$ cat src/sv/smas_pkg.sv
package smas_pkg;

  // Matrix size and derived widths
  localparam int DIM     = 4;
  localparam int CELLS   = DIM * DIM;
  localparam int IDX_W   = (DIM > 1) ? $clog2(DIM) : 1;
  localparam int CNT_W   = (CELLS > 1) ? $clog2(CELLS) : 1;
  localparam int BANKS   = 2;
  localparam int ADDR_W  = $clog2(BANKS * CELLS);
  localparam int ELEM_W  = 16;
  localparam int TERM_W  = 32;
  localparam int ACC_W   = 36;
  localparam int OUT_W   = 34;
  localparam int POS_W   = 3;
  localparam int MODE_W  = 2;

  // Result queue
  localparam int OQ_DEPTH = 8;
  localparam int OQ_PTR_W = $clog2(OQ_DEPTH);
  localparam int OQ_CNT_W = $clog2(OQ_DEPTH + 1);
  // items that may be between issue and the result queue, plus the one issued
  localparam int OQ_INFLIGHT = 3;

  // Job queue between front and back
  localparam int JQ_DEPTH = 2;
  localparam int JQ_CNT_W = $clog2(JQ_DEPTH + 1);

  // Mode register bits: bit 1 selects the product, else bit 0 selects subtract
  localparam int MODE_MUL_BIT = 1;
  localparam int MODE_SUB_BIT = 0;
  localparam logic [MODE_W-1:0] MODE_ADD = 2'd0;

  // Output saturation bounds
  localparam logic signed [ACC_W-1:0] VAL_MAX = ACC_W'(64'sd8589934591);
  localparam logic signed [ACC_W-1:0] VAL_MIN = ACC_W'(-64'sd8589934592);

  typedef struct packed {
    logic signed [ELEM_W-1:0] a_value;
    logic signed [ELEM_W-1:0] b_value;
  } in_item_t;

  typedef struct packed {
    logic signed [OUT_W-1:0] value_out;
    logic [POS_W-1:0]        row_out;
    logic [POS_W-1:0]        col_out;
    logic                    last_out;
  } out_item_t;

  typedef struct packed {
    logic              bank;
    logic [MODE_W-1:0] mode;
  } job_t;

  // Front to back: head of the job queue
  typedef struct packed {
    logic valid;
    job_t job;
  } job_head_t;

  // Back to front: job taken, bank finished
  typedef struct packed {
    logic job_pop;
    logic rel_valid;
    logic rel_bank;
  } back_req_t;

  typedef enum logic {
    BK_IDLE,
    BK_RUN
  } back_state_t;

endpackage

$ cat src/sv/smas_ram.sv
module smas_ram #(
  parameter int WIDTH = 16,
  parameter int DEPTH = 32,
  localparam int AW = (DEPTH > 1) ? $clog2(DEPTH) : 1
) (
  input  logic             clk,
  input  logic             we,
  input  logic [AW-1:0]    waddr,
  input  logic [WIDTH-1:0] wdata,
  input  logic [AW-1:0]    raddr,
  output logic [WIDTH-1:0] rdata
);

  logic [WIDTH-1:0] mem_r [DEPTH];
  logic [WIDTH-1:0] rdata_r;

  // one write port, one registered read port
  always_ff @(posedge clk) begin
    if (we) begin
      mem_r[waddr] <= wdata;
    end
    rdata_r <= mem_r[raddr];
  end

  assign rdata = rdata_r;

endmodule

$ cat src/sv/smas_front.sv
module smas_front
  import smas_pkg::*;
(
  input  logic                  clk,
  input  logic                  rst_n,
  input  logic                  in_push,
  output logic                  in_full,
  input  in_item_t              in_item,
  input  logic                  cfg_we,
  input  logic [MODE_W-1:0]     cfg_wdata,
  output logic                  wr_en,
  output logic [ADDR_W-1:0]     wr_addr,
  output logic [ELEM_W-1:0]     wr_a,
  output logic [ELEM_W-1:0]     wr_b,
  output job_head_t             head,
  input  back_req_t             req
);

  logic [MODE_W-1:0]   op_mode_r;
  logic [CNT_W-1:0]    load_cnt_r;
  logic                wr_bank_r;
  logic [BANKS-1:0]    busy_r;
  job_t                jq_mem_r [JQ_DEPTH];
  logic                jq_wr_ptr_r;
  logic                jq_rd_ptr_r;
  logic [JQ_CNT_W-1:0] jq_count_r;
  logic                accept;
  logic                load_done;
  logic                job_push;

  // a bank still owned by the back end cannot be refilled
  assign in_full   = busy_r[wr_bank_r];
  assign accept    = in_push && !in_full;
  assign load_done = (load_cnt_r == CNT_W'(CELLS - 1));
  assign job_push  = accept && load_done;

  // store write port
  assign wr_en   = accept;
  assign wr_addr = ADDR_W'(wr_bank_r) * ADDR_W'(CELLS) + ADDR_W'(load_cnt_r);
  assign wr_a    = in_item.a_value;
  assign wr_b    = in_item.b_value;

  // mode register
  always_ff @(posedge clk) begin
    if (!rst_n) begin
      op_mode_r <= MODE_ADD;
    end else if (cfg_we) begin
      op_mode_r <= cfg_wdata;
    end
  end

  // load counter and bank toggle
  always_ff @(posedge clk) begin
    if (!rst_n) begin
      load_cnt_r <= '0;
      wr_bank_r  <= 1'b0;
    end else if (accept) begin
      if (load_done) begin
        load_cnt_r <= '0;
        wr_bank_r  <= !wr_bank_r;
      end else begin
        load_cnt_r <= load_cnt_r + 1'b1;
      end
    end
  end

  // bank ownership
  always_ff @(posedge clk) begin
    if (!rst_n) begin
      busy_r <= '0;
    end else begin
      if (job_push) begin
        busy_r[wr_bank_r] <= 1'b1;
      end
      if (req.rel_valid) begin
        busy_r[req.rel_bank] <= 1'b0;
      end
    end
  end

  // job queue
  always_ff @(posedge clk) begin
    if (job_push) begin
      jq_mem_r[jq_wr_ptr_r].bank <= wr_bank_r;
      jq_mem_r[jq_wr_ptr_r].mode <= op_mode_r;
    end
  end

  always_ff @(posedge clk) begin
    if (!rst_n) begin
      jq_wr_ptr_r <= 1'b0;
      jq_rd_ptr_r <= 1'b0;
      jq_count_r  <= '0;
    end else begin
      if (job_push) begin
        jq_wr_ptr_r <= !jq_wr_ptr_r;
      end
      if (req.job_pop) begin
        jq_rd_ptr_r <= !jq_rd_ptr_r;
      end
      if (job_push && !req.job_pop) begin
        jq_count_r <= jq_count_r + 1'b1;
      end else if (!job_push && req.job_pop) begin
        jq_count_r <= jq_count_r - 1'b1;
      end
    end
  end

  assign head.valid = (jq_count_r != '0);
  assign head.job   = jq_mem_r[jq_rd_ptr_r];

  // checks
  a_jq_no_overflow: assert property (@(posedge clk) disable iff (!rst_n)
    job_push |-> (jq_count_r != JQ_CNT_W'(JQ_DEPTH)))
    else $error("job queue overflow");

  a_rel_owned: assert property (@(posedge clk) disable iff (!rst_n)
    req.rel_valid |-> busy_r[req.rel_bank])
    else $error("release of a bank that is not owned");

  a_pop_nonempty: assert property (@(posedge clk) disable iff (!rst_n)
    req.job_pop |-> head.valid)
    else $error("job taken from empty queue");

endmodule

$ cat src/sv/smas_back.sv
module smas_back
  import smas_pkg::*;
(
  input  logic                clk,
  input  logic                rst_n,
  input  job_head_t           head,
  output back_req_t           req,
  output logic [ADDR_W-1:0]   rd_addr_a,
  output logic [ADDR_W-1:0]   rd_addr_b,
  input  logic [ELEM_W-1:0]   rd_a,
  input  logic [ELEM_W-1:0]   rd_b,
  input  logic [OQ_CNT_W-1:0] oq_level,
  output logic                res_push,
  output out_item_t           res_item
);

  back_state_t state_r, state_nxt;

  logic              bank_r;
  logic [MODE_W-1:0] mode_r;
  logic [IDX_W-1:0]  r_r, c_r, k_r;
  logic [IDX_W-1:0]  k_max;
  logic              credit;
  logic              issue;
  logic              last_k;
  logic              final_issue;
  logic              job_pop;

  // stage 1: read in flight
  logic              s1_valid_r;
  logic              s1_first_r, s1_last_r;
  logic [MODE_W-1:0] s1_mode_r;
  logic [IDX_W-1:0]  s1_r_r, s1_c_r;

  // stage 2: term registered
  logic                     s2_valid_r;
  logic                     s2_first_r, s2_last_r;
  logic [IDX_W-1:0]         s2_r_r, s2_c_r;
  logic signed [TERM_W-1:0] term_r, term_nxt;

  logic signed [ACC_W-1:0]  acc_r, acc_nxt;
  logic signed [ACC_W-1:0]  acc_sat;
  logic signed [ELEM_W-1:0] a_s, b_s;
  logic [ADDR_W-1:0]        base;

  assign k_max       = mode_r[MODE_MUL_BIT] ? IDX_W'(DIM - 1) : '0;
  assign last_k      = (k_r == k_max);
  assign credit      = (oq_level <= OQ_CNT_W'(OQ_DEPTH - OQ_INFLIGHT));
  assign final_issue = last_k && (c_r == IDX_W'(DIM - 1)) && (r_r == IDX_W'(DIM - 1));

  // next state
  always_comb begin
    state_nxt = state_r;
    case (state_r)
      BK_IDLE: begin
        if (head.valid) begin
          state_nxt = BK_RUN;
        end
      end
      BK_RUN: begin
        if (credit && final_issue) begin
          state_nxt = BK_IDLE;
        end
      end
      default: state_nxt = BK_IDLE;
    endcase
  end

  // state outputs
  always_comb begin
    job_pop = 1'b0;
    issue   = 1'b0;
    case (state_r)
      BK_IDLE: job_pop = head.valid;
      BK_RUN:  issue   = credit;
      default: begin
        job_pop = 1'b0;
        issue   = 1'b0;
      end
    endcase
  end

  assign req.job_pop   = job_pop;
  assign req.rel_valid = issue && final_issue;
  assign req.rel_bank  = bank_r;

  always_ff @(posedge clk) begin
    if (!rst_n) begin
      state_r <= BK_IDLE;
    end else begin
      state_r <= state_nxt;
    end
  end

  // job latch and row/column/step counters
  always_ff @(posedge clk) begin
    if (!rst_n) begin
      bank_r <= 1'b0;
      mode_r <= MODE_ADD;
      r_r    <= '0;
      c_r    <= '0;
      k_r    <= '0;
    end else if (job_pop) begin
      bank_r <= head.job.bank;
      mode_r <= head.job.mode;
      r_r    <= '0;
      c_r    <= '0;
      k_r    <= '0;
    end else if (issue) begin
      if (last_k) begin
        k_r <= '0;
        if (c_r == IDX_W'(DIM - 1)) begin
          c_r <= '0;
          if (r_r != IDX_W'(DIM - 1)) begin
            r_r <= r_r + 1'b1;
          end
        end else begin
          c_r <= c_r + 1'b1;
        end
      end else begin
        k_r <= k_r + 1'b1;
      end
    end
  end

  // read addresses: row of the first, column of the second; one shared cell when not multiplying
  assign base = ADDR_W'(bank_r) * ADDR_W'(CELLS);
  always_comb begin
    if (mode_r[MODE_MUL_BIT]) begin
      rd_addr_a = base + ADDR_W'(r_r) * ADDR_W'(DIM) + ADDR_W'(k_r);
      rd_addr_b = base + ADDR_W'(k_r) * ADDR_W'(DIM) + ADDR_W'(c_r);
    end else begin
      rd_addr_a = base + ADDR_W'(r_r) * ADDR_W'(DIM) + ADDR_W'(c_r);
      rd_addr_b = rd_addr_a;
    end
  end

  // stage 1 tags
  always_ff @(posedge clk) begin
    if (!rst_n) begin
      s1_valid_r <= 1'b0;
    end else begin
      s1_valid_r <= issue;
    end
  end

  always_ff @(posedge clk) begin
    s1_first_r <= (k_r == '0);
    s1_last_r  <= last_k;
    s1_mode_r  <= mode_r;
    s1_r_r     <= r_r;
    s1_c_r     <= c_r;
  end

  // term: product, difference or sum
  assign a_s = $signed(rd_a);
  assign b_s = $signed(rd_b);
  always_comb begin
    if (s1_mode_r[MODE_MUL_BIT]) begin
      term_nxt = TERM_W'(a_s) * TERM_W'(b_s);
    end else if (s1_mode_r[MODE_SUB_BIT]) begin
      term_nxt = TERM_W'(a_s) - TERM_W'(b_s);
    end else begin
      term_nxt = TERM_W'(a_s) + TERM_W'(b_s);
    end
  end

  always_ff @(posedge clk) begin
    if (!rst_n) begin
      s2_valid_r <= 1'b0;
    end else begin
      s2_valid_r <= s1_valid_r;
    end
  end

  always_ff @(posedge clk) begin
    term_r     <= term_nxt;
    s2_first_r <= s1_first_r;
    s2_last_r  <= s1_last_r;
    s2_r_r     <= s1_r_r;
    s2_c_r     <= s1_c_r;
  end

  // accumulate and saturate
  assign acc_nxt = s2_first_r ? ACC_W'(term_r) : acc_r + ACC_W'(term_r);

  always_comb begin
    if (acc_nxt > VAL_MAX) begin
      acc_sat = VAL_MAX;
    end else if (acc_nxt < VAL_MIN) begin
      acc_sat = VAL_MIN;
    end else begin
      acc_sat = acc_nxt;
    end
  end

  always_ff @(posedge clk) begin
    if (s2_valid_r) begin
      acc_r <= acc_nxt;
    end
  end

  assign res_push           = s2_valid_r && s2_last_r;
  assign res_item.value_out = OUT_W'(acc_sat);
  assign res_item.row_out   = POS_W'(s2_r_r);
  assign res_item.col_out   = POS_W'(s2_c_r);
  assign res_item.last_out  = (s2_r_r == IDX_W'(DIM - 1)) && (s2_c_r == IDX_W'(DIM - 1));

  // checks
  a_pop_starts_run: assert property (@(posedge clk) disable iff (!rst_n)
    job_pop |=> (state_r == BK_RUN))
    else $error("job taken but sequencer not running");

  a_push_has_room: assert property (@(posedge clk) disable iff (!rst_n)
    res_push |-> (oq_level != OQ_CNT_W'(OQ_DEPTH)))
    else $error("result issued without queue credit");

endmodule

$ cat src/sv/smas_outq.sv
module smas_outq
  import smas_pkg::*;
(
  input  logic                clk,
  input  logic                rst_n,
  input  logic                push,
  input  out_item_t           push_item,
  output logic [OQ_CNT_W-1:0] level,
  output logic                out_empty,
  input  logic                out_pop,
  output out_item_t           out_item
);

  out_item_t           mem_r [OQ_DEPTH];
  logic [OQ_PTR_W-1:0] wr_ptr_r, rd_ptr_r;
  logic [OQ_CNT_W-1:0] count_r;
  logic                pop;

  assign out_empty = (count_r == '0);
  assign pop       = out_pop && !out_empty;
  assign level     = count_r;
  assign out_item  = mem_r[rd_ptr_r];

  // storage
  always_ff @(posedge clk) begin
    if (push) begin
      mem_r[wr_ptr_r] <= push_item;
    end
  end

  // pointers and fill level
  always_ff @(posedge clk) begin
    if (!rst_n) begin
      wr_ptr_r <= '0;
      rd_ptr_r <= '0;
      count_r  <= '0;
    end else begin
      if (push) begin
        wr_ptr_r <= wr_ptr_r + 1'b1;
      end
      if (pop) begin
        rd_ptr_r <= rd_ptr_r + 1'b1;
      end
      if (push && !pop) begin
        count_r <= count_r + 1'b1;
      end else if (!push && pop) begin
        count_r <= count_r - 1'b1;
      end
    end
  end

  // checks
  a_no_overflow: assert property (@(posedge clk) disable iff (!rst_n)
    push |-> (count_r != OQ_CNT_W'(OQ_DEPTH)))
    else $error("result queue overflow");

endmodule

$ cat src/sv/small_matrix_add_sub_multiply_core.sv
// Loads: one item per cycle while the target bank is free; two banks let a new
//   load proceed while the previous matrix is still being worked on.
// First result of a matrix: queued job, sequencer start, store read, term register.
// Throughput: sum/difference one result per cycle while the result queue has room;
//   the product is slower, set by the single MAC unit (DIM*DIM*DIM MACs per matrix).
// Reset: synchronous, active low; clears counters, queues and op_mode (add);
//   operand stores are not cleared.
module small_matrix_add_sub_multiply_core
  import smas_pkg::*;
(
  input  logic              clk,
  input  logic              rst_n,
  input  logic              in_push,
  output logic              in_full,
  input  in_item_t          in_item,
  output logic              out_empty,
  input  logic              out_pop,
  output out_item_t         out_item,
  input  logic              cfg_we,
  input  logic [MODE_W-1:0] cfg_wdata
);

  logic                wr_en;
  logic [ADDR_W-1:0]   wr_addr;
  logic [ELEM_W-1:0]   wr_a, wr_b;
  logic [ADDR_W-1:0]   rd_addr_a, rd_addr_b;
  logic [ELEM_W-1:0]   rd_a, rd_b;
  job_head_t           head;
  back_req_t           req;
  logic [OQ_CNT_W-1:0] oq_level;
  logic                res_push;
  out_item_t           res_item;

  // loader, bank ownership and job queue
  smas_front u_front (
    .clk       (clk),
    .rst_n     (rst_n),
    .in_push   (in_push),
    .in_full   (in_full),
    .in_item   (in_item),
    .cfg_we    (cfg_we),
    .cfg_wdata (cfg_wdata),
    .wr_en     (wr_en),
    .wr_addr   (wr_addr),
    .wr_a      (wr_a),
    .wr_b      (wr_b),
    .head      (head),
    .req       (req)
  );

  // operand stores, two banks each
  smas_ram #(.WIDTH(ELEM_W), .DEPTH(BANKS * CELLS)) u_first_store (
    .clk   (clk),
    .we    (wr_en),
    .waddr (wr_addr),
    .wdata (wr_a),
    .raddr (rd_addr_a),
    .rdata (rd_a)
  );

  smas_ram #(.WIDTH(ELEM_W), .DEPTH(BANKS * CELLS)) u_second_store (
    .clk   (clk),
    .we    (wr_en),
    .waddr (wr_addr),
    .wdata (wr_b),
    .raddr (rd_addr_b),
    .rdata (rd_b)
  );

  // sequencer and MAC datapath
  smas_back u_back (
    .clk       (clk),
    .rst_n     (rst_n),
    .head      (head),
    .req       (req),
    .rd_addr_a (rd_addr_a),
    .rd_addr_b (rd_addr_b),
    .rd_a      (rd_a),
    .rd_b      (rd_b),
    .oq_level  (oq_level),
    .res_push  (res_push),
    .res_item  (res_item)
  );

  // result queue
  smas_outq u_outq (
    .clk       (clk),
    .rst_n     (rst_n),
    .push      (res_push),
    .push_item (res_item),
    .level     (oq_level),
    .out_empty (out_empty),
    .out_pop   (out_pop),
    .out_item  (out_item)
  );

endmodule

$ cat config.mk
export PLATFORM = sky130hd
export DESIGN_NAME = small_matrix_add_sub_multiply_core
export DESIGN_NICKNAME = d
export VERILOG_FILES = /design/src/sv/smas_pkg.sv /design/src/sv/smas_ram.sv /design/src/sv/smas_front.sv /design/src/sv/smas_back.sv /design/src/sv/smas_outq.sv /design/src/sv/small_matrix_add_sub_multiply_core.sv
export SDC_FILE = /design/constraint.sdc
export NUM_CORES = 2
export LEC_CHECK = 0
export BUFFER_PORTS_ARGS = -buffer_cell sky130_fd_sc_hd__buf_2
export CORE_AREA = 2 2 322 324
export CTS_BUF_LIST = sky130_fd_sc_hd__clkbuf_16
export CTS_CLUSTER_SIZE = 16
export DETAILED_ROUTE_END_ITERATION = 8
export DIE_AREA = 0 0 324 326
export GPL_TIMING_DRIVEN = 0
export HOLD_SLACK_MARGIN = 0.08
export PLACE_DENSITY = 0.83
export SLEW_MARGIN = 20
export SYNTH_ARGS = -nofsm -noshare
export SYNTH_HDL_FRONTEND = slang
export SYNTH_SLANG_ARGS = --single-unit
$ cat constraint.sdc
create_clock -name clk -period 9.1 [get_ports clk]
set_input_delay 0.91 -clock clk [delete_from_list [all_inputs] [get_ports clk]]
set_output_delay 0.91 -clock clk [all_outputs]
set_load 0.05 [all_outputs]
# == Yosys cells after proc, flatten, opt, wreduce, memory -nomap -nowiden ==
# Memories as Yosys holds them, arrays and structs flattened. A register that Yosys moved wholly into a read port is not among the register bits.
# Cells that the tools add are included.
# word_totals
regBits,114
mem_bits_rw,1342
input_bits,39
out_inout_bits,43
elab_cells,141
n_memories,4
# op_classes
addsub,19
n_mul,1
magnitude_cmp,7
eq_ne,7
muxes,37
bitwise_logic,5
reduce_logical,34
# mem_list
name,words,width,read_ports,rd_clocked_by_memory_dff,wr,line_no,rtl
u_first_store.mem_r,32,16,1,1,1,smas_ram.sv:14,logic [WIDTH-1:0] mem_r [DEPTH];
u_second_store.mem_r,32,16,1,1,1,smas_ram.sv:14,
u_outq.mem_r,8,39,1,1,1,smas_outq.sv:14,out_item_t mem_r [OQ_DEPTH];
u_front.jq_mem_r,2,3,1,1,1,smas_front.sv:23,job_t jq_mem_r [JQ_DEPTH];
# op_table
operator,n
34-bit two-way mux,2
32-bit two-way mux,2
36-bit by 32-bit adder with 36-bit output,1
36-bit by 34-bit > comparator with 1-bit output (second input constant),1
36-bit by 34-bit < comparator with 1-bit output (second input constant),1
36-bit two-way mux,1
16-bit by 16-bit multiplier with 32-bit output,1
16-bit by 16-bit adder with 17-bit output,1
16-bit by 16-bit subtractor with 17-bit output,1
2-bit two-way mux,8
5-bit by 2-bit adder with 5-bit output,3
5-bit by 4-bit adder with 5-bit output,3
1-bit logical AND,15
1-bit two-way mux,14
4-bit two-way mux,3
1-bit zero test,10
5-bit two-way mux,2
2-bit by 1-bit adder with 2-bit output (second input constant),4
4-bit by 1-bit adder with 4-bit output (second input constant),2
2-bit == test (second input constant),4
3-bit by 1-bit adder with 3-bit output (second input constant),2
3-bit two-way mux,2
2-bit nonzero test,3
4-bit == test (second input constant),1
other kinds (18),23

# == Logic depth before layout (Yosys ltp) ==
# logic_depth
ltp_word,9
depth_mapped,24

# == Modules after synthesis ==
# A second synthesis with hierarchy kept.
# unflattened
hier_cells,4848
area_unflattened_um2,72288.1
# modules_own_cells
mod,instances,cells_per_inst,area_each_um2,seq_area_each_um2
smas_ram,2,1143,20535.9,15695.1
smas_back,1,1907,16853.7,2242.2
smas_outq,1,543,13272.7,10109.7
smas_front,1,112,1089.8,460.4

# == Least setup slack after synthesis ==
# Ideal clock, no wire load.
# synth_path
path_kind,register to register
start,"register u_second_store.rdata_r[7] (netlist: u_second_store.rdata[7]), read port of u_second_store.mem_r"
end,register u_back.term_r[30]
setup_time_ns,0.114
arrival_ns,6.094
required_ns,8.986
slack_ns,2.892
path_stages_with_launch,25
n_path_buf,2
synth_period_minus_slack_ns,6.208
cell_sequence,dfxtp_1 > clkbuf_1 > buf_1 > nand2_1 > fa_1 > inv_1 > fa_1 > inv_1 > fa_1 > inv_1 > fa_1 > fa_1 > inv_1 > fa_1 > inv_1 > ha_1 > a21o_1 > a21o_1 > a21oi_1 > o21ai_0 > o31ai_1 > o2111ai_1 > a21oi_1 > xnor2_1 > a21o_1
# synth_via
elab_chain_len,3
word_cells_on_any_way,5
# synth_rtl
element,line_no,rtl
from (decl),smas_ram.sv:15,logic [WIDTH-1:0] rdata_r;
"parallel branches: the longest is 2 deep, another holds 16-bit by 16-bit multiplier with 32-bit output",-,
32-bit two-way mux (*),smas_back.sv:159,if (s1_mode_r[MODE_MUL_BIT]) begin
named net u_back.term_nxt[30],smas_back.sv:39,"logic signed [TERM_W-1:0] term_r, term_nxt;"
to (signal assigned),smas_back.sv:177,term_r <= term_nxt;
to (decl),smas_back.sv:39,
# Mark *: on every way through the listed nets, which the timed path passes.
# A chain may end at the register's enable or synchronous reset.

# == Worst setup path after layout ==
# Same ends and word-level chain as after synthesis.

==> metrics.txt <==
drt drc 0; Critical Path Sink Type flop; core area 0.103 mm²; run status complete, no violations; highest clock rate 0.130 GHz; drt first-iter violations 5898; YS warnings 0; Worst R2R Path Depth 24; RSZ-0062 raised after global routing false; GRT Total Usage 0.376; Die Span X 324 µm; post-cts sizing count 0; CTS tree yes; Worst Hold Class reg2reg; chip height 326 µm; Mapped Area 0.0691 mm²; Period minus WS final 7700 ps; Hold WS 327 ps; Max-cap violations 0; crit share post-route 0.847; IO Count 82; total clock sinks 1494; share of cells above drive strength 1 0.188; largest net degree at the start of global routing 34; Detail Route Antenna Nets 0; top cell type's share of synthesized area 0.599; Reg clk slew, reported paths 60 ps; ys async rst share 0; final setup fails 0; critical path class reg2reg; P&R area growth vs syn 12.1%; CTS max path bufs 3; Final Hold Viols 0; setup tns final 0 ps; worst endpoint required time 9750 ps; die area 0.106 mm²; Yosys reg bits 1494; nets 4943; area leader, netlist edfxtp_1; ranking of synthesized cells by area edfxtp_1 60%, mux4_2 12%, fa_1 7.7%; Pre-antenna DRT Iters 5; via count 41500; Pins Over Slew Limit 0; number of global-route vias before repair 42300; TritonCTS Buffers 144; Post-synth EDFFs 1378; Post-Route WL 194000 µm; CP startpoint kind flop; Placement Setup Slack 1500 ps; Starting Density 0.674; Post-CTS Setup Bufs 0; Mean Syn Cell Area 16.5 µm²; global route overflow 0; Max-Slew Margin vs Limit 0.127; setup ws final 1400 ps; post-DR vias/cell 6.92; final RePlAce weighted congestion 0.932; Gate Count Post-Synth 4194; first-pass GRT wire length 282000 µm; peak fanout along the critical path 10; Clk Latency, worst-skew pair 770 ps; cts hold-fix bufs 0; clock skew 47.3 ps; CP Data Arrival Time 8350 ps; PortBufs 78; Detail Placement HPWL 117000 µm; part of the Yosys area used for sequential elements 0.632; drt wl/cell 32.3 µm; Hold Path Depth 0; initial antenna violation count 13; Rows 118; primary flip-flop cell chosen by synthesis mapping edfxtp_1; CTS root buf clkbuf_16; Synth cell types 79; slew of the pin with the lowest slew margin 1310 ps; H-tree levels 4
-- per-stage QoR --
step / utilization / area [µm²] / instances
2_1_floorplan: - / 69100 / 4195
3_3_place_gp: 0.694 / 71200 / 5653
3_5_place_dp: 0.711 / 73000 / 5724
4_1_cts: 0.755 / 77500 / 5986
5_1_grt: 0.755 / 77500 / 5991
6_report: 0.755 / 77500 / 5994
-- cells by family after synthesis --
group | after synthesis | synth area share
AOI/OAI and AO/OA | 357 | 0.0340
xor gates and xnor gates | 99 | 0.0129
adders and majority gates | 413 | 0.104
buffers and inverters | 551 | 0.0312
DFF | 1494 | 0.632
muxes | 431 | 0.129
other | 1 | 0.0000543
and+or+nand+nor | 848 | 0.0566
-- synth_stat cells (15+ instances only) --
master,n
edfxtp_1,1378
nand2_1,394
mux4_2,366
inv_1,350
fa_1,265
ha_1,148
and2_1,139
clkbuf_1,128
nor2_1,119
dfxtp_1,116
nand3_1,99
o21ai_0,81
a21oi_1,80
xnor2_1,68
mux2_2,45
buf_1,44
a21o_1,40
o22ai_1,34
xor2_1,29
mux2i_1,20
nor3_1,20
a211oi_1,16
o21a_1,16
buf_2,15
o21bai_1,15
-- flip-flops by register name (all words and copies together) (netlist names), 6 cells and up, named ones only --
name and count:
u_back.acc_r 36, u_back.term_r 32, u_first_store.mem_r 512, u_first_store.rdata 16, u_front.jq_mem_r 6, u_outq.mem_r 312, u_second_store.mem_r 512, u_second_store.rdata 16
-- cell type report --
cell class	count	area [µm²]
sequential	1494	43700
fill	5282	25100
multi-input combinational	2150	23600
clock buffer	145	3630
timing repair buffer	150	1850
tap	1380	1730
inverter	352	1320
clock inverter	117	876
buffer	199	847
antenna	7	17.5
-- path summary, 6_finish.rpt --
path	end	slack, ps	from
setup / recovery	u_back.term_r[30]	1400	u_second_store.rdata[7]
hold / removal	u_back.s2_r_r[0]	330	u_back.s1_r_r[0]
setup reg to reg	u_back.term_r[30]	1400	u_second_store.rdata[7]
hold reg to reg	u_back.s2_r_r[0]	330	u_back.s1_r_r[0]
-- worst max-delay path, stage by stage, from the launching register on --
cell and delay [ps]:
dfxtp_1 380, clkbuf_1 540, buf_1 570, nand2_1 170
fa_1 570, inv_1 60, fa_1 500, inv_1 60
fa_1 550, inv_1 50, fa_1 460, fa_1 500
inv_1 50, fa_1 470, inv_1 50, ha_1 350
a21o_1 200, a21o_1 170, a21oi_1 420, o21ai_0 230
o31ai_1 540, o2111ai_1 210, a21oi_1 210, xnor2_1 80
a21o_1 180
-- metal layers --
layer	GRT usage	part of all wire	vias up
met5	0	0.00052	-
li1	-	-	16300
met4	0.213	0.068	8
met3	0.0721	0.11	848
met1	0.475	0.33	20900
met2	0.618	0.50	3479
-- cells in the final DEF (no fill, tap or decap), types with 16 or more instances in the layout --
master / synthesis / routed
edfxtp_1: 1378 / 1378
nand2_1: 394 / 394
inv_1: 350 / 391
mux4_2: 366 / 366
fa_1: 265 / 265
ha_1: 148 / 148
clkbuf_16: 0 / 145
and2_1: 139 / 138
clkbuf_1: 128 / 127
dfxtp_1: 116 / 115
nand3_1: 99 / 99
buf_2: 15 / 95
nor2_1: 119 / 85
o21ai_0: 81 / 81
a21oi_1: 80 / 80
xnor2_1: 68 / 68
mux2_2: 45 / 45
buf_16: 0 / 42
a21o_1: 40 / 40
buf_1: 44 / 37
o22ai_1: 34 / 34
nor2_4: 0 / 34
xor2_1: 29 / 29
clkinv_1: 2 / 26
buf_4: 5 / 25
clkinv_2: 0 / 21
mux2i_1: 20 / 19
a211oi_1: 16 / 16
o21a_1: 16 / 16
Power is left out: the tool's default activity adds up to more than one toggle a clock period on the data nets, which glitch-free logic cannot reach.
